File: src/stepper_homing_sequencer_unit_defines.svh
// assertion macros for the stepper homing sequencer
// used by the top level only, expects i_clk and i_rst_n in scope
`ifndef STEPPER_HOMING_SEQUENCER_UNIT_DEFINES_SVH
`define STEPPER_HOMING_SEQUENCER_UNIT_DEFINES_SVH

// condition must hold at every edge out of reset
`define SHS_ASSERT_ALWAYS(lbl, cond, msg) \
    lbl: assert property (@(posedge i_clk) disable iff (!i_rst_n) (cond)) else $error(msg);

// consequent must hold on the edge after the antecedent
`define SHS_ASSERT_NEXT(lbl, ante, cons, msg) \
    lbl: assert property (@(posedge i_clk) disable iff (!i_rst_n) \
        (ante) |=> (cons)) else $error(msg);

`endif

File: src/shs_pkg.sv
// types and codes of the stepper homing sequencer
// no dependencies
package shs_pkg;

    // sequencer phase, one-hot
    typedef enum logic [3:0] {
        PH_IDLE = 4'b0001,
        PH_FAST = 4'b0010,
        PH_BACK = 4'b0100,
        PH_SLOW = 4'b1000
    } t_phase;

    // status codes
    localparam logic [2:0] ST_NEVER     = 3'd0;
    localparam logic [2:0] ST_RUNNING   = 3'd1;
    localparam logic [2:0] ST_HOMED     = 3'd2;
    localparam logic [2:0] ST_FAST_FAIL = 3'd3;
    localparam logic [2:0] ST_SLOW_FAIL = 3'd4;

    // configuration register indexes
    localparam logic [2:0] CFG_FAST_HALF = 3'd0;
    localparam logic [2:0] CFG_SLOW_HALF = 3'd1;
    localparam logic [2:0] CFG_TRAVEL    = 3'd2;
    localparam logic [2:0] CFG_BACKOFF   = 3'd3;
    localparam logic [2:0] CFG_DEBOUNCE  = 3'd4;
    localparam logic [2:0] CFG_HOME_DIR  = 3'd5;

    localparam int CFG_INDEX_W = 3;
    localparam int CFG_DATA_W  = 20;

    // reset values of the configuration registers
    localparam logic [15:0] RST_FAST_HALF = 16'd312;
    localparam logic [15:0] RST_SLOW_HALF = 16'd625;
    localparam logic [19:0] RST_TRAVEL    = 20'd96000;
    localparam logic [15:0] RST_BACKOFF   = 16'd1600;
    localparam logic [15:0] RST_DEBOUNCE  = 16'd10000;
    localparam logic        RST_HOME_DIR  = 1'b1;

    localparam logic [15:0] SINCE_MAX = 16'hFFFF;

endpackage

File: src/stepper_homing_sequencer_unit.sv
// stepper homing sequencer, top level
// depends on shs_pkg and stepper_homing_sequencer_unit_defines.svh
//
// Usage: each input item is one microsecond tick carrying a start request and
// the sampled limit switch level (0 = pressed). Each accepted item yields
// exactly one result item with the step pin level, the direction pin level and
// the status (never run, running, homed, fast failed, slow failed).
// Channels: input i_in_valid/o_in_ready, result o_out_valid/i_out_ready,
// configuration i_cfg_valid/o_cfg_ready with i_cfg_index and i_cfg_data.
// o_cfg_ready is always high; unknown indexes are ignored. Write registers only
// while the block is idle.
// The result of an item is registered in the output or the skid register.
// Throughput: one item per cycle while o_in_ready is high; the whole tick
// update is a single pass of logic from the state registers into the buffer.
// A two-entry result buffer (output register plus skid register) lets one
// more item in while a result waits; o_in_ready drops only when both hold.
// Reset (synchronous, active low) puts the sequencer idle, the press counter
// saturated, the buffer empty and the registers at their defaults.
`include "stepper_homing_sequencer_unit_defines.svh"

module stepper_homing_sequencer_unit #(
    parameter int COUNT_WIDTH = 20,
    parameter int TIMER_WIDTH = 16
) (
    input  logic                               i_clk,
    input  logic                               i_rst_n,
    // input items
    input  logic                               i_in_valid,
    output logic                               o_in_ready,
    input  logic                               i_start_req,
    input  logic                               i_switch_level,
    // result items
    output logic                               o_out_valid,
    input  logic                               i_out_ready,
    output logic                               o_step_out,
    output logic                               o_dir_out,
    output logic [2:0]                         o_status,
    // configuration writes
    input  logic                               i_cfg_valid,
    output logic                               o_cfg_ready,
    input  logic [shs_pkg::CFG_INDEX_W-1:0]    i_cfg_index,
    input  logic [shs_pkg::CFG_DATA_W-1:0]     i_cfg_data
);

    localparam logic [COUNT_WIDTH-1:0] COUNT_MAX = '1;
    localparam logic [32:0] COUNT_MAX33 = (33'd1 << COUNT_WIDTH) - 33'd1;
    localparam logic [32:0] TIMER_MAX33 = (33'd1 << TIMER_WIDTH) - 33'd1;

    // configuration registers
    logic [15:0] r_fast_half;
    logic [15:0] r_slow_half;
    logic [19:0] r_travel;
    logic [15:0] r_backoff;
    logic [15:0] r_debounce;
    logic        r_home_dir;

    // sequencer state
    shs_pkg::t_phase          r_phase,  n_phase;
    logic [COUNT_WIDTH-1:0]   r_pulses, n_pulses;
    logic [TIMER_WIDTH-1:0]   r_half_timer, n_half_timer;
    logic                     r_pulse_high, n_pulse_high;
    logic                     r_pressed, n_pressed;
    logic [15:0]              r_since, n_since;
    logic                     r_prev_sw, n_prev_sw;
    logic [2:0]               r_status, n_status;
    logic                     r_dir, n_dir;

    // result buffer
    logic       r_out_valid;
    logic       r_skid_valid;
    logic       r_out_step, r_out_dir;
    logic [2:0] r_out_status;
    logic       r_skid_step, r_skid_dir;
    logic [2:0] r_skid_status;

    logic in_take;
    logic out_take;

    // saturated half periods and pulse limits
    logic [32:0]            fast_hp33, slow_hp33, travel33, backoff33;
    logic [TIMER_WIDTH-1:0] fast_len, slow_len;
    logic [COUNT_WIDTH-1:0] travel_lim, backoff_lim;

    logic                   c_fresh;
    logic                   c_check;
    logic                   c_stop;
    logic [COUNT_WIDTH-1:0] c_lim;

    assign fast_hp33 = (r_fast_half == 16'd0) ? 33'd1 : 33'(r_fast_half);
    assign slow_hp33 = (r_slow_half == 16'd0) ? 33'd1 : 33'(r_slow_half);
    assign travel33  = 33'(r_travel);
    assign backoff33 = 33'(r_backoff);

    assign fast_len    = (fast_hp33 > TIMER_MAX33) ? '1 : fast_hp33[TIMER_WIDTH-1:0];
    assign slow_len    = (slow_hp33 > TIMER_MAX33) ? '1 : slow_hp33[TIMER_WIDTH-1:0];
    assign travel_lim  = (travel33 > COUNT_MAX33) ? '1 : travel33[COUNT_WIDTH-1:0];
    assign backoff_lim = (backoff33 > COUNT_MAX33) ? '1 : backoff33[COUNT_WIDTH-1:0];

    // one tick of the homing sequence
    always_comb begin
        n_phase      = r_phase;
        n_pulses     = r_pulses;
        n_half_timer = r_half_timer;
        n_pulse_high = r_pulse_high;
        n_pressed    = r_pressed;
        n_since      = r_since;
        n_prev_sw    = i_switch_level;
        n_status     = r_status;
        n_dir        = r_dir;
        c_fresh      = 1'b0;
        c_check      = 1'b0;
        c_stop       = 1'b0;
        c_lim        = '0;

        if (n_phase == shs_pkg::PH_IDLE && i_start_req) begin
            n_phase      = shs_pkg::PH_FAST;
            n_dir        = r_home_dir;
            n_pulses     = '0;
            n_half_timer = '0;
            n_pulse_high = 1'b0;
            n_pressed    = 1'b0;
            n_status     = shs_pkg::ST_RUNNING;
            c_fresh      = 1'b1;
        end

        if (n_since != shs_pkg::SINCE_MAX) begin
            n_since = n_since + 16'd1;
        end
        // falling edge counts as a press only outside the debounce window
        if (n_phase != shs_pkg::PH_IDLE && r_prev_sw && !i_switch_level) begin
            if (n_since == shs_pkg::SINCE_MAX || n_since > r_debounce) begin
                n_pressed = 1'b1;
                n_since   = 16'd0;
            end
        end

        if (n_phase != shs_pkg::PH_IDLE) begin
            c_check = c_fresh;
            if (!c_fresh) begin
                if (n_half_timer != '0) begin
                    n_half_timer = n_half_timer - TIMER_WIDTH'(1);
                end
                if (n_half_timer == '0) begin
                    if (n_pulse_high) begin
                        n_pulse_high = 1'b0;
                        n_half_timer = (n_phase == shs_pkg::PH_FAST) ? fast_len : slow_len;
                    end else begin
                        if (n_pulses != COUNT_MAX) begin
                            n_pulses = n_pulses + COUNT_WIDTH'(1);
                        end
                        c_check = 1'b1;
                    end
                end
            end

            // check point: a phase can end at once and hand over to the next
            if (c_check) begin
                for (int g = 0; g < 4; g++) begin
                    if (!c_stop && n_phase != shs_pkg::PH_IDLE) begin
                        c_lim = (n_phase == shs_pkg::PH_FAST) ? travel_lim : backoff_lim;
                        if (!n_pressed && n_pulses < c_lim) begin
                            n_pulse_high = 1'b1;
                            n_half_timer = (n_phase == shs_pkg::PH_FAST) ? fast_len : slow_len;
                            c_stop       = 1'b1;
                        end else begin
                            case (n_phase)
                                shs_pkg::PH_FAST: begin
                                    if (n_pressed) begin
                                        n_pressed = 1'b0;
                                        n_phase   = shs_pkg::PH_BACK;
                                        n_dir     = ~r_home_dir;
                                        n_pulses  = '0;
                                    end else begin
                                        n_status = shs_pkg::ST_FAST_FAIL;
                                        n_phase  = shs_pkg::PH_IDLE;
                                    end
                                end
                                shs_pkg::PH_BACK: begin
                                    n_phase  = shs_pkg::PH_SLOW;
                                    n_dir    = r_home_dir;
                                    n_pulses = '0;
                                end
                                shs_pkg::PH_SLOW: begin
                                    n_status = n_pressed ? shs_pkg::ST_HOMED
                                                         : shs_pkg::ST_SLOW_FAIL;
                                    n_phase  = shs_pkg::PH_IDLE;
                                end
                                default: begin
                                    n_phase = shs_pkg::PH_IDLE;
                                end
                            endcase
                        end
                    end
                end
            end
        end

        if (n_phase == shs_pkg::PH_IDLE) begin
            n_pulse_high = 1'b0;
            n_half_timer = '0;
        end
    end

    assign o_in_ready  = ~r_skid_valid;
    assign in_take     = i_in_valid & o_in_ready;
    assign out_take    = r_out_valid & i_out_ready;
    assign o_cfg_ready = 1'b1;

    // configuration and sequencer state
    always_ff @(posedge i_clk) begin
        if (!i_rst_n) begin
            r_fast_half  <= shs_pkg::RST_FAST_HALF;
            r_slow_half  <= shs_pkg::RST_SLOW_HALF;
            r_travel     <= shs_pkg::RST_TRAVEL;
            r_backoff    <= shs_pkg::RST_BACKOFF;
            r_debounce   <= shs_pkg::RST_DEBOUNCE;
            r_home_dir   <= shs_pkg::RST_HOME_DIR;
            r_phase      <= shs_pkg::PH_IDLE;
            r_pulses     <= '0;
            r_half_timer <= '0;
            r_pulse_high <= 1'b0;
            r_pressed    <= 1'b0;
            r_since      <= shs_pkg::SINCE_MAX;
            r_prev_sw    <= 1'b1;
            r_status     <= shs_pkg::ST_NEVER;
            r_dir        <= 1'b0;
        end else begin
            if (i_cfg_valid) begin
                case (i_cfg_index)
                    shs_pkg::CFG_FAST_HALF: r_fast_half <= i_cfg_data[15:0];
                    shs_pkg::CFG_SLOW_HALF: r_slow_half <= i_cfg_data[15:0];
                    shs_pkg::CFG_TRAVEL:    r_travel    <= i_cfg_data[19:0];
                    shs_pkg::CFG_BACKOFF:   r_backoff   <= i_cfg_data[15:0];
                    shs_pkg::CFG_DEBOUNCE:  r_debounce  <= i_cfg_data[15:0];
                    shs_pkg::CFG_HOME_DIR:  r_home_dir  <= i_cfg_data[0];
                    default: ;
                endcase
            end
            if (in_take) begin
                r_phase      <= n_phase;
                r_pulses     <= n_pulses;
                r_half_timer <= n_half_timer;
                r_pulse_high <= n_pulse_high;
                r_pressed    <= n_pressed;
                r_since      <= n_since;
                r_prev_sw    <= n_prev_sw;
                r_status     <= n_status;
                r_dir        <= n_dir;
            end
        end
    end

    // result buffer control
    always_ff @(posedge i_clk) begin
        if (!i_rst_n) begin
            r_out_valid  <= 1'b0;
            r_skid_valid <= 1'b0;
        end else begin
            if (out_take) begin
                if (r_skid_valid) begin
                    r_skid_valid <= 1'b0;
                end else begin
                    r_out_valid <= in_take;
                end
            end else if (in_take) begin
                if (r_out_valid) begin
                    r_skid_valid <= 1'b1;
                end else begin
                    r_out_valid <= 1'b1;
                end
            end
        end
    end

    // result buffer payload
    always_ff @(posedge i_clk) begin
        if (out_take && r_skid_valid) begin
            r_out_step   <= r_skid_step;
            r_out_dir    <= r_skid_dir;
            r_out_status <= r_skid_status;
        end else if (in_take && (out_take || !r_out_valid)) begin
            r_out_step   <= n_pulse_high;
            r_out_dir    <= n_dir;
            r_out_status <= n_status;
        end
        if (in_take && r_out_valid && !out_take) begin
            r_skid_step   <= n_pulse_high;
            r_skid_dir    <= n_dir;
            r_skid_status <= n_status;
        end
    end

    assign o_out_valid = r_out_valid;
    assign o_step_out  = r_out_step;
    assign o_dir_out   = r_out_dir;
    assign o_status    = r_out_status;

    `SHS_ASSERT_ALWAYS(a_skid_needs_out, !r_skid_valid || r_out_valid, "skid holds item with output empty")
    `SHS_ASSERT_ALWAYS(a_idle_step_low, r_phase != shs_pkg::PH_IDLE || !r_pulse_high, "step high while idle")
    `SHS_ASSERT_ALWAYS(a_high_has_time, !r_pulse_high || r_half_timer != '0, "step high with expired timer")
    `SHS_ASSERT_ALWAYS(a_status_running, (r_phase == shs_pkg::PH_IDLE) == (r_status != shs_pkg::ST_RUNNING), "status and phase disagree")
    `SHS_ASSERT_NEXT(a_full_blocks_input, r_skid_valid && !i_out_ready, !o_in_ready, "input taken with full buffer")

endmodule

File: config.mk
export PLATFORM = sky130hd
export DESIGN_NAME = stepper_homing_sequencer_unit
export DESIGN_NICKNAME = d
export VERILOG_FILES = /design/src/shs_pkg.sv /design/src/stepper_homing_sequencer_unit.sv
export VERILOG_INCLUDE_DIRS = /design/src /design/src/src
export SDC_FILE = /design/constraint.sdc
export NUM_CORES = 1
export LEC_CHECK = 0
export BUFFER_PORTS_ARGS = -buffer_cell sky130_fd_sc_hd__buf_2
export CORE_ASPECT_RATIO = 1.75
export CORE_MARGIN = 4
export CORE_UTILIZATION = 55
export DETAILED_ROUTE_END_ITERATION = 6
export PLACE_DENSITY = 0.72
export SYNTH_ARGS = -nofsm -noshare
export SYNTH_HDL_FRONTEND = slang
export SYNTH_SLANG_ARGS = --single-unit
File: constraint.sdc
create_clock -name i_clk -period 16.6 [get_ports i_clk]
set_input_delay 3.32 -clock i_clk [delete_from_list [all_inputs] [get_ports i_clk]]
set_output_delay 3.32 -clock i_clk [all_outputs]
set_load 0.05 [all_outputs]
==> results of run 1 <==
-- kinds of logic after synthesis --
kind of cell / after synthesis / share of synthesized area
and+or+nand+nor: 649 / 0.257
muxes: 89 / 0.0769
buffers and inverters: 144 / 0.0501
AOI/OAI and AO/OA: 398 / 0.235
DFF: 160 / 0.280
adders and majority gates: 75 / 0.0796
other: 1 / 0.000318
xor gates and xnor gates: 28 / 0.0208
-- flip-flops by register name (all words and copies together) (netlist names), 3 cells and up --
signal	flops
r_pulses	20
r_travel	20
r_backoff	16
r_debounce	16
r_fast_half	16
r_half_timer	16
r_since	16
r_slow_half	16
r_phase	4
o_status	3
r_skid_status	3
r_status	3
-- per-layer routing --
layer  vias up  GRT usage  share of wire
met4         2      0.316           0.11
met3       258     0.0503          0.055
met1      5617      0.345           0.33
li1       5560          -              -
met2       620      0.617           0.50
met5         -          0        0.00028
-- power by group through the flow --
stage               Clock (mW)  Sequential (mW)  Combinational (mW)
finish                   0.440            0.470               0.686
global route             0.458            0.472               0.733
CTS                      0.443            0.466               0.663
detailed placement           0            0.475               0.658
global placement             0            0.475               0.652
floorplan                    0            0.456               0.498
-- final cells by class --
class                           instances  area [sq um]  share of cell area
Clock buffer                           20           468              0.0369
Sequential cell                       160          3300               0.261
Clock inverter                         12           184              0.0145
Multi-Input combinational cell       1240          7920               0.625
Tap cell                              252           315              0.0249
Timing Repair Buffer                   53           308              0.0243
Inverter                               45           169              0.0133
-- layout by cell type, fill, tap and decap left out, types with 11 or more instances in the layout --
master / netlist / final
a31oi_1: 11 / 11
and3_1: 14 / 14
xor2_1: 16 / 16
buf_2: 7 / 36
o21ai_0: 66 / 65
nand2_1: 284 / 284
a21oi_1: 124 / 123
o22ai_1: 17 / 17
nor2_1: 107 / 106
a211oi_1: 13 / 13
ha_1: 75 / 75
nor2b_1: 11 / 11
mux2i_1: 77 / 77
nand4_1: 25 / 25
nand3_1: 57 / 57
mux2_2: 12 / 12
a22oi_1: 18 / 18
a21o_1: 19 / 19
dfxtp_1: 150 / 150
buf_4: 5 / 17
o211ai_1: 19 / 19
o21a_1: 14 / 14
inv_1: 44 / 44
xnor2_1: 12 / 12
nor3_1: 69 / 69
nor4_1: 19 / 19
clkbuf_16: 0 / 18
-- tightest hold or removal path, delay by kind of cell (launching register included) --
kind,cells,cell delay (ns)
AOI/OAI and AO/OA,1,0.05
DFF,1,0.31
and+or+nand+nor,1,0.05
-- final timing paths --
path / from / to / slack [ns] / cells past startpoint
setup / recovery: i_start_req / r_half_timer[0] / 2.47 / 37
hold / removal: r_debounce[15] / r_debounce[15] / 0.46 / 2
setup reg to reg: r_phase[0] / r_half_timer[0] / 4.75 / 36
hold reg to reg: r_debounce[15] / r_debounce[15] / 0.46 / 2
-- metrics by stage --
| step | cells | setup WS, ns | power [mW] | util | area [sq um] |
|---|---|---|---|---|---|
| 2_1_floorplan | 1544 | 3.38 | 0.954 | - | 11800 |
| 3_3_place_gp | 1750 | 2.47 | 1.13 | 0.572 | 12000 |
| 3_5_place_dp | 1750 | 2.25 | 1.13 | 0.572 | 12000 |
| 4_1_cts | 1782 | 2.64 | 1.57 | 0.603 | 12700 |
| 5_1_grt | 1782 | 1.71 | 1.66 | 0.603 | 12700 |
| 6_report | 1782 | 2.47 | 1.60 | 0.603 | 12700 |
==> results.txt, run 1 <==
- Measured against its own limit, the worst slew margin works out to 0.319.
* Max capacitance violation total: 0
- Counting both buffers and inverters, the worst setup path holds a total of 2.
* Vert. Die Dim: 202 microns
- Cell area power density: 126 nW/um^2
- Detailed-route wire length: 42.2 mm
- The tree is rooted in a clkbuf_16.
* Library cell with the largest summed area after synthesis: dfxtp_1
- Post-cts sizing count: 0
- For this block, the initial DRC count from the detailed router was 1419.
- After synthesis the cells add up to 11800 sq um.
* Clock-pin slew on the worst setup and hold paths: 0.07 ns
- Sorting the synthesized cells by area gives the leading types as dfxtp_1 (25%), nand2_1 (9.0%), ha_1 (8.0%).
- Summed over all nets, the switching power comes to 0.686 mW.
* Primary FF master, synth: dfxtp_1
- Port Buf Inserts: 36
- Post-route clock skew: 0.00827 ns
- Setup repair after global routing missed its margin: false
* Status: complete, no violations
- Counting instances in the post-synthesis netlist gives the leading cell types as nand2_1 (284), dfxtp_1 (150), a21oi_1 (124).
* Post-detail-place hpwl: 31.1 mm
- The number of setup buffers added after CTS is 0.
- Number of clock sinks seen by CTS: 160
- Share of the clock period used by the worst path: 0.851
- Before antenna repair, the detailed router went through 6 iterations.
- Number of buffers on the longest clock path: 2
* Vias in the first global route: 11700
- Final count of negative-setup-slack endpoints: 0
* Count of inserted antenna diode cells: 0
- Class of the most critical hold timing path: register to register
- Internal power comes to 0.910 mW.
* Max-slew violations: 0
- Fraction of final layout cells with drive strength greater than 1: 0.0922
* Area of the core: 21000 sq um
- The share of total power dissipated in sequential elements is 0.294.
- Number of enable flip-flop cells after synthesis: 10
- Number of nets at the end of the flow: 1622
* Proportion of netlist area held by the largest area contributor: 0.255
* Crit path arrival time: 14.47 ns
* Standard-cell row count: 70
- The share of total power dissipated in the clock network is 0.276.
* Cell with the largest stage delay on the worst path: nor3_4
- After detailed routing, the number of vias per cell comes to 6.77.
* Final total negative setup slack: 0 ns
- At the pin with the least slew margin, the transition time is 1.02 ns.
* Required time of the critical path: 16.94 ns
- CP max FO: 18
- Comb pwr share: 0.430
- Counting every instance in the synthesized netlist gives 1544.
- The netlist uses 91 different library cells.
* Antenna violations before repair: 1
- The largest single stage delay on the critical path is 0.78 ns.
* Worst Path Class, Setup: input pin to register
- Maximum level of the CTS H-tree: 4
* Cell family with the largest share of critical-path delay: compound AO/OA/AOI/OAI gates
* Sequential share of the synthesized area: 0.280
- Counting the fill cells in the layout gives 1970.
* Min Hold Slack: 0.458 ns
- The area growth from synthesis to layout is 7.52%.
- Sw Share: 0.430
- Per-instance average area after synthesis: 7.63 sq um
* Cell leakage power: 5.02 nW
* Die boundary width: 119 microns
- Maximum ir drop on the vdd rail: 0.0000969 V
* Total track usage: 0.348
- Remaining global-route overflow: 0
* Clock network latency to the later pin of the worst-skew pair: 0.44 ns
* Startpoint class of the critical path: input pin
* Cell with the most instances after synthesis: nand2_1
- Final critical-path required period: 14.13 ns
- In the synthesized netlist the async set-or-reset flop fraction comes to 0.
- After clock tree synthesis, the flow added hold-fix buffers numbering 0.
- DR DRC count: 0
- Clock tree from TritonCTS: built
* Die Footprint: 23900 sq um
- Inserted Clock Buffers: 17
* Maximum number of pins on one net before global-route repair: 71
- Counting every net in the synthesized netlist gives 1649.
- Number of storage elements in the synthesis netlist: 160
- The worst setup path is captured at a register.
- Dividing the detail-routed wire length by the instance count gives 23.7 microns.
- The hold violation count in the final report is 0.
- Yosys warns: 0
* Placer's final routability congestion estimate: 1.06
- In this run the remaining antenna-violating nets after routing total 0.
* Number of vias after detailed routing: 12100
* Top-Level Pins: 38
- Timing would allow up to 70.8 MHz.
* First-pass GRT wire length: 64.5 mm
* Starting utilization of the core area: 0.561
(Power assumes the default switching activity.)
==> inputs of run 2 (changes only) <==
--- a/config.mk
+++ b/config.mk
@@ -7,7 +7,7 @@
 export NUM_CORES = 1
 export LEC_CHECK = 0
 export BUFFER_PORTS_ARGS = -buffer_cell sky130_fd_sc_hd__buf_2
-export CORE_ASPECT_RATIO = 1.75
+export CORE_ASPECT_RATIO = 0.7
 export CORE_MARGIN = 4
 export CORE_UTILIZATION = 55
 export DETAILED_ROUTE_END_ITERATION = 6
==> results.txt, run 2 (synthesis gave the netlist of run 1 again) <==
* HP Start: r_debounce[14]
- The number of port buffers came to 36 (unchanged).
* Per-cell routed wire length: 22.0 microns (-7.3%)
* CP bufs+invs: 3 (+1)
- The static power due to leakage is 4.97 nW (-1.1%).
- The global-route wire length before repair came to 60.9 mm (-5.6%).
- Slew margin rel.: 0.177 (-0.142)
- STA classifies the critical path endpoint as a register.
* Most used cells in the layout excluding fill and tap cells: nand2_1 (284), dfxtp_1 (150), a21oi_1 (123), nor2_1 (106), mux2i_1 (77)
* Slew at the pin closest to its max-slew limit: 1.23 ns (+0.210 ns)
- Status: complete, no violations
- The number of maximum-capacitance violations is 0 (unchanged).
- The share of the clock period used by the worst path came to 0.877 (+0.0255).
- The number of buffers created by CTS is 17 (unchanged).
* Cell with the largest stage delay on the worst path: o311ai_2
* Number of buffers on the longest clock path: 2 (unchanged)
* Crit Reg-Reg Startpoint: r_phase[0]
- In this run the clock root is driven by a clkbuf_16.
* Clock network latency to the later pin of the worst-skew pair: 0.44 ns (about the same)
- Die boundary width: 183 microns (+54%)
* Post-route clock skew: 0.0117 ns (+0.00346 ns)
* Logic depth of the worst path, buffers included: 39 (+5.4%)
* Initial drt markers: 1675 (+18%)
- Maximum number of pins on one net before global-route repair: 100 (+41%)
- CP max FO: 24 (+6)
- The final period demand of the worst path was 14.55 ns (+0.423 ns).
* Setup repair after global routing missed its margin: false
* Library cell appearing most often on the critical path: a21o_1
- Vert. Die Dim: 130 microns (-35%)
- The largest registers in the layout are r_pulses x20, r_travel x20.
- Class of the most critical hold timing path: register to register
* Clock tree from TritonCTS: built
- Residual antenna-violating net count after detailed routing: 0 (unchanged)
* Share of the core filled with cells: 0.602 (about the same)
* Critical Path Source: i_start_req
* Maximum ir drop on the vdd rail: 0.0000825 V (-15%)
- Setup Buffers After CTS: 0 (unchanged)
- In this design, the largest share of critical-path delay is due to compound AO/OA/AOI/OAI gates.
- Clock-pin slew on the worst setup and hold paths: 0.07 ns (about the same)
- Number of failing hold endpoints at the final stage: 0 (unchanged)
* Required time of the critical path: 16.94 ns (about the same)
- The global route total overflow is 0 (unchanged).
- The highest clock frequency the design can meet is 68.7 MHz (-2.9%).
* Area of the core: 20900 sq um (-0.48%)
- Crit path arrival time: 14.90 ns (+0.43 ns)
- The count of final max-slew check failures was 0 (unchanged).
- Area of all placed cells without fillers: 12600 sq um (-0.56%)
- Filler cell count: 1950 (-1.0%)
- The total negative slack for setup checks is 0 ns (unchanged).
- Combined flip-flop and latch cell area: 3300 sq um (unchanged)
- Number of clock sinks seen by CTS: 160 (unchanged)
- Standard-cell row count: 44 (-37%)
* Vias in the first global route: 10600 (-9.3%)
- The critical path in this run is classified as input pin to register.
* Total chip power: 1.53 mW (-4.4%)
- Top-Level Pins: 38 (unchanged)
- Cell area power density: 121 nW/um^2 (-3.9%)
- The post-detailed-route DRC marker count is 0 (unchanged).
- The wire length reported by the detailed router is 39.6 mm (-6.2%).
- Die Footprint: 23900 sq um (-0.22%)
- The area of the multi-input gates is 7920 sq um (unchanged).
* Placer's final routability congestion estimate: 0.972 (-8.6%)
* Fraction of final layout cells with drive strength greater than 1: 0.0904 (-0.00178)
- The number of H-tree branching levels was 4 (unchanged).
* Total track usage: 0.325 (-0.0231)
- The iteration count of the initial detailed-routing pass came to 6 (unchanged).
* Post-detailed-route via-to-cell ratio: 6.68 (-1.2%)
* Final count of negative-setup-slack endpoints: 0 (unchanged)
* Syn-to-layout area delta: 6.91%
- Number of vias after detailed routing: 12100 (-0.033%)
- Antenna violations before repair: 0 (-1)
* Post-cts sizing count: 0 (unchanged)
- Startpoint class of the critical path: input pin
- The count of hold buffers inserted by post-cts repair is 0 (unchanged).
- The half-perimeter wire length after detailed placement is 29.1 mm (-6.6%).
* Placed cell areas: 12000 sq um (about the same)
* Min Hold Slack: 0.461 ns (+0.00273 ns)
- Leaving out fill and tap cells, the most frequent cell in the layout is nand2_1.
- The largest stage delay on the critical path is 0.75 ns (-0.03 ns).
- The count of antenna diodes in the layout is 0 (unchanged).
- Count of cells along the worst hold path: 2 (unchanged)
- Starting utilization of the core area: 0.563 (+0.00268)
- The worst reg2reg path depth is 38 (+5.6%).
- The final-stage net count is 1619 (-0.18%).
run 2: changes by cell type in the layout (fill, tap and decap cells not counted):
cell,delta
clkinv_4,+3
buf_4,-3
clkinv_8,+1
inv_6,+1
clkinv_2,+3
bufinv_16,-2
clkinvlp_4,+1
inv_8,-6
clkbuf_16,-1
run 2: layer usage:
layer  wire length [microns]  track usage  vias to the layer above
li1                        -            -                     5571
met1                   18500        0.513                     5580
met4                     749       0.0753                        2
met3                    5890        0.113                       74
met2                   14400        0.409                      826
met5                      69       0.0220                        -
run 2: layout make-up:
| cell class | instances | share of cell area |
|---|---|---|
| clock buffer | 19 | 0.0352 |
| clock inverter | 13 | 0.0103 |
| inverter | 45 | 0.0134 |
| multi-input combinational | 1240 | 0.629 |
| sequential | 160 | 0.262 |
| tap | 276 | 0.0274 |
| timing repair buffer | 50 | 0.0226 |
run 2: worst paths after layout:
path | end | slack (ns)
setup / recovery | r_half_timer[6] | 2.05
hold / removal | r_debounce[14] | 0.46
setup reg to reg | r_half_timer[6] | 4.31
hold reg to reg | r_debounce[14] | 0.46
run 2: metrics by stage:
stage,setup slack (ns),std cells
CTS,2.25,1803
finish,2.05,1803
global route,1.27,1803
global placement,2.09,1771
detailed placement,1.88,1771
floorplan,3.38,1544
run 2: where the power goes:
group          leakage [nW]  switching, mW  total (mW)  internal (mW)
Sequential             1.32         0.0517       0.470          0.419
Clock                 0.281          0.173       0.386          0.213
Combinational          3.37          0.437       0.669          0.232
run 2: tightest hold or removal path: cells and delay by family, from the launching register on:
family / cells / cell delay (ns)
DFF: 1 / 0.31
and+or+nand+nor: 1 / 0.05
AOI/OAI and AO/OA: 1 / 0.05
==> inputs of run 3 (changes only) <==
--- a/config.mk
+++ b/config.mk
@@ -6,6 +6,7 @@
 export SDC_FILE = /design/constraint.sdc
 export NUM_CORES = 1
 export LEC_CHECK = 0
+export ABC_AREA = 1
 export BUFFER_PORTS_ARGS = -buffer_cell sky130_fd_sc_hd__buf_2
 export CORE_ASPECT_RATIO = 0.7
 export CORE_MARGIN = 4
==> results.txt, run 3 <==
- The share of the clock period used by the worst path came to 0.789 (-0.0881).
- Synth Net Count: 2071 (+26%)
- The library cells used most frequently in the layout, excluding fill and tap cells, are nand2_1 (488), o21ai_0 (236), inv_1 (228), nor2_1 (159), dfxtp_1 (150).
- The count of buffers added by post-CTS timing repair for setup came to 0 (unchanged).
- The width of the die was 187 microns (+2.5%).
- Standard-cell row count: 45 (+2.3%)
- Residual antenna-violating net count after detailed routing: 0 (unchanged)
* Status: complete, no violations
- Proportion of netlist area held by the largest area contributor: 0.242 (-0.0126)
- The proportion of synthesized chip area in sequential cells is 0.266 (-0.0139).
- Maximum level of the CTS H-tree: 4 (unchanged)
* Post-synthesis cell count: 1966 (+27%)
* Hold-fix buffer count after cts: 0 (unchanged)
* Per-cell routed wire length: 18.4 microns (-16%)
- The global-route wire length before repair was 63.5 mm (+4.3%).
- The via count of the first global-routing pass is 11200 (+5.9%).
- Total track usage: 0.318 (-0.00699)
- The number of buffers created by CTS was 17 (unchanged).
* Class of the most critical hold timing path: register to register
- Post-detail-place hpwl: 31.0 mm (+6.6%)
- The worst setup timing slack at the placement stage is 3.27 ns (+1.39 ns).
* Final count of negative-setup-slack endpoints: 0 (unchanged)
- Maximum ir drop on the vdd rail: 0.0000986 V (+20%)
- The normalized max-slew margin came to 0.293 (+0.116).
* Number of failing hold endpoints at the final stage: 0 (unchanged)
* Setup repair after global routing missed its margin: false
* CP max FO: 64 (+170%)
* Initial drt markers: 1663 (-0.72%)
- Final total negative setup slack: 0 ns (unchanged)
- The die area came to 25000 sq um (+4.9%).
- The wire length reported by the detailed router is 41.0 mm (+3.6%).
- Among all flip-flop cells after synthesis, the most frequent one is dfxtp_1.
- Clock root buffer: clkbuf_16
* Max-slew violations: 0 (unchanged)
* Port Buf Inserts: 36 (unchanged)
- The slew at the pin closest to its max-slew limit came to 1.05 ns (-0.176 ns).
- The iteration count of the initial detailed-routing pass came to 5 (-1).
- Cell with the largest stage delay on the worst path: a211oi_1
* Startpoint class of the critical path: input pin
* Critical Path End Type: register
- The static power due to leakage is 6.36 nW (+28%).
- Ranked by total cell area, the synthesized netlist is headed by dfxtp_1 (24%), nand2_1 (15%), o21ai_0 (9.5%).
* Syn-to-layout area delta: 6.04%
* Ys async rst share: 0 (unchanged)
- Area of the core: 21900 sq um (+4.7%)
- The height of the die came to 134 microns (+2.4%).
* Most instantiated cells after synthesis: nand2_1 (489), o21ai_0 (236), inv_1 (228)
- Post-detailed-route via-to-cell ratio: 5.92 (-11%)
- Crit-path max cell delay: 0.85 ns (+0.10 ns)
- The synthesized area divided by synthesized cell count was 6.31 sq um (-17%).
* Starting utilization of the core area: 0.566 (+0.00273)
- Fmax: 76.4 MHz (+11%)
* Netlist cell types: 60 (-34%)
* Final critical-path required period: 13.09 ns (-1.46 ns)
- The number of top-level pins was 38 (unchanged).
- The flop and latch count out of synthesis was 160 (unchanged).
- The share of post-route cells with drive strength above 1 is 0.0826 (-0.00772).
* Final setup margin: 3.51 ns (+1.46 ns)
* Maximum number of pins on one net before global-route repair: 86 (-14%)
* Clock tree from TritonCTS: built
- Number of clock sinks seen by CTS: 160 (unchanged)
* Post-cts sizing count: 0 (unchanged)
* Cell with the most instances after synthesis: nand2_1
* Library cell appearing most often on the critical path: nand2_1
- The number of antenna violations at the first check in global routing was 0 (unchanged).
- The count of antenna diodes in the layout is 0 (unchanged).
* Post-route clock skew: 0.0114 ns (-0.000302 ns)
* Placer's final routability congestion estimate: 1.00 (+3.3%)
* Yosys warns: 0 (unchanged)
- Leaving out fill and tap cells, the most frequent cell in the layout is nand2_1.
- Share of the core filled with cells: 0.600 (-0.00204)
* Clock-pin slew on the worst setup and hold paths: 0.07 ns (about the same)
- Required time of the critical path: 16.97 ns (+0.03 ns)
* Number of enable flip-flop cells after synthesis: 10 (unchanged)
* Max capacitance violation total: 0 (unchanged)
- The post-detailed-route DRC marker count was 0 (unchanged).
- The via count was 13200 (+9.6%).
- Summed instance area of the synthesized netlist: 12400 sq um (+5.2%)
- Remaining global-route overflow: 0 (unchanged)
- Worst Path Class, Setup: input pin to register
- Number of nets at the end of the flow: 2040 (+26%)
- The worst-skew pair later-pin latency was 0.44 ns (about the same).
- The largest registers in the layout are r_pulses x20, r_travel x20.
- Number of buffers on the longest clock path: 2 (unchanged)
* Crit path arrival time: 13.46 ns (-1.44 ns)
* Library cell with the largest summed area after synthesis: dfxtp_1
* Cell area power density: 114 nW/um^2 (-6.0%)
run 3: kinds of logic after synthesis:
group,after synthesis,share of synthesized area
other cells,1,0.000303
simple gates,887,0.318
fa+ha+maj,75,0.0757
xor+xnor,12,0.00848
buf+inv,343,0.112
compound gates,488,0.219
flops,160,0.266
run 3: critical path, delay by kind of cell:
kind / cells / cell delay (ns)
AND/OR/NAND/NOR: 28 / 5.58
AO/OA/AOI/OAI: 9 / 2.00
buffers and inverters: 6 / 1.61
adder cells (fa/ha/maj): 3 / 0.90
run 3: per-stage QoR:
| stage | power [mW] | instance area (sq um) | cells | hold slack, ns |
|---|---|---|---|---|
| 3_3_place_gp | 1.07 | 12600 | 2198 | 0.455 |
| 4_1_cts | 1.48 | 13100 | 2230 | 0.470 |
| 5_1_grt | 1.59 | 13100 | 2230 | 0.499 |
| 6_report | 1.50 | 13100 | 2230 | 0.466 |
| 2_1_floorplan | 0.936 | 12400 | 1966 | 0.435 |
| 3_5_place_dp | 1.08 | 12600 | 2198 | 0.460 |
run 3: cell type report:
class                   instances  area (sq um)
multi-input cells            1463          7700
well taps                     282           353
clock buffers                  17           425
repair buffers                 49           280
clock inverters                15           164
inverters                     244           917
flip-flops and latches        160          3300
fillers                      2128          8760
run 3: path summary, 6_finish.rpt:
check | startpoint | to | slack (ns) | cells past startpoint
setup / recovery | i_start_req | r_half_timer[6] | 3.51 | 46
hold / removal | r_debounce[7] | r_debounce[7] | 0.47 | 2
setup reg to reg | r_phase[2] | r_half_timer[6] | 5.80 | 46
hold reg to reg | r_debounce[7] | r_debounce[7] | 0.47 | 2
run 3: layer usage:
layer / track usage / vias up / wire length (microns)
li1: - / 6475 / -
met1: 0.516 / 5953 / 20000
met2: 0.390 / 732 / 14500
met3: 0.102 / 50 / 5630
met4: 0.0758 / 0 / 822
met5: 0 / - / 0
run 3: where the power goes:
group,leakage [nW],switching [mW],internal [mW]
Sequential,1.33,0.0312,0.418
Combinational,4.75,0.447,0.201
Clock,0.283,0.196,0.202
Total,6.36,0.674,0.822
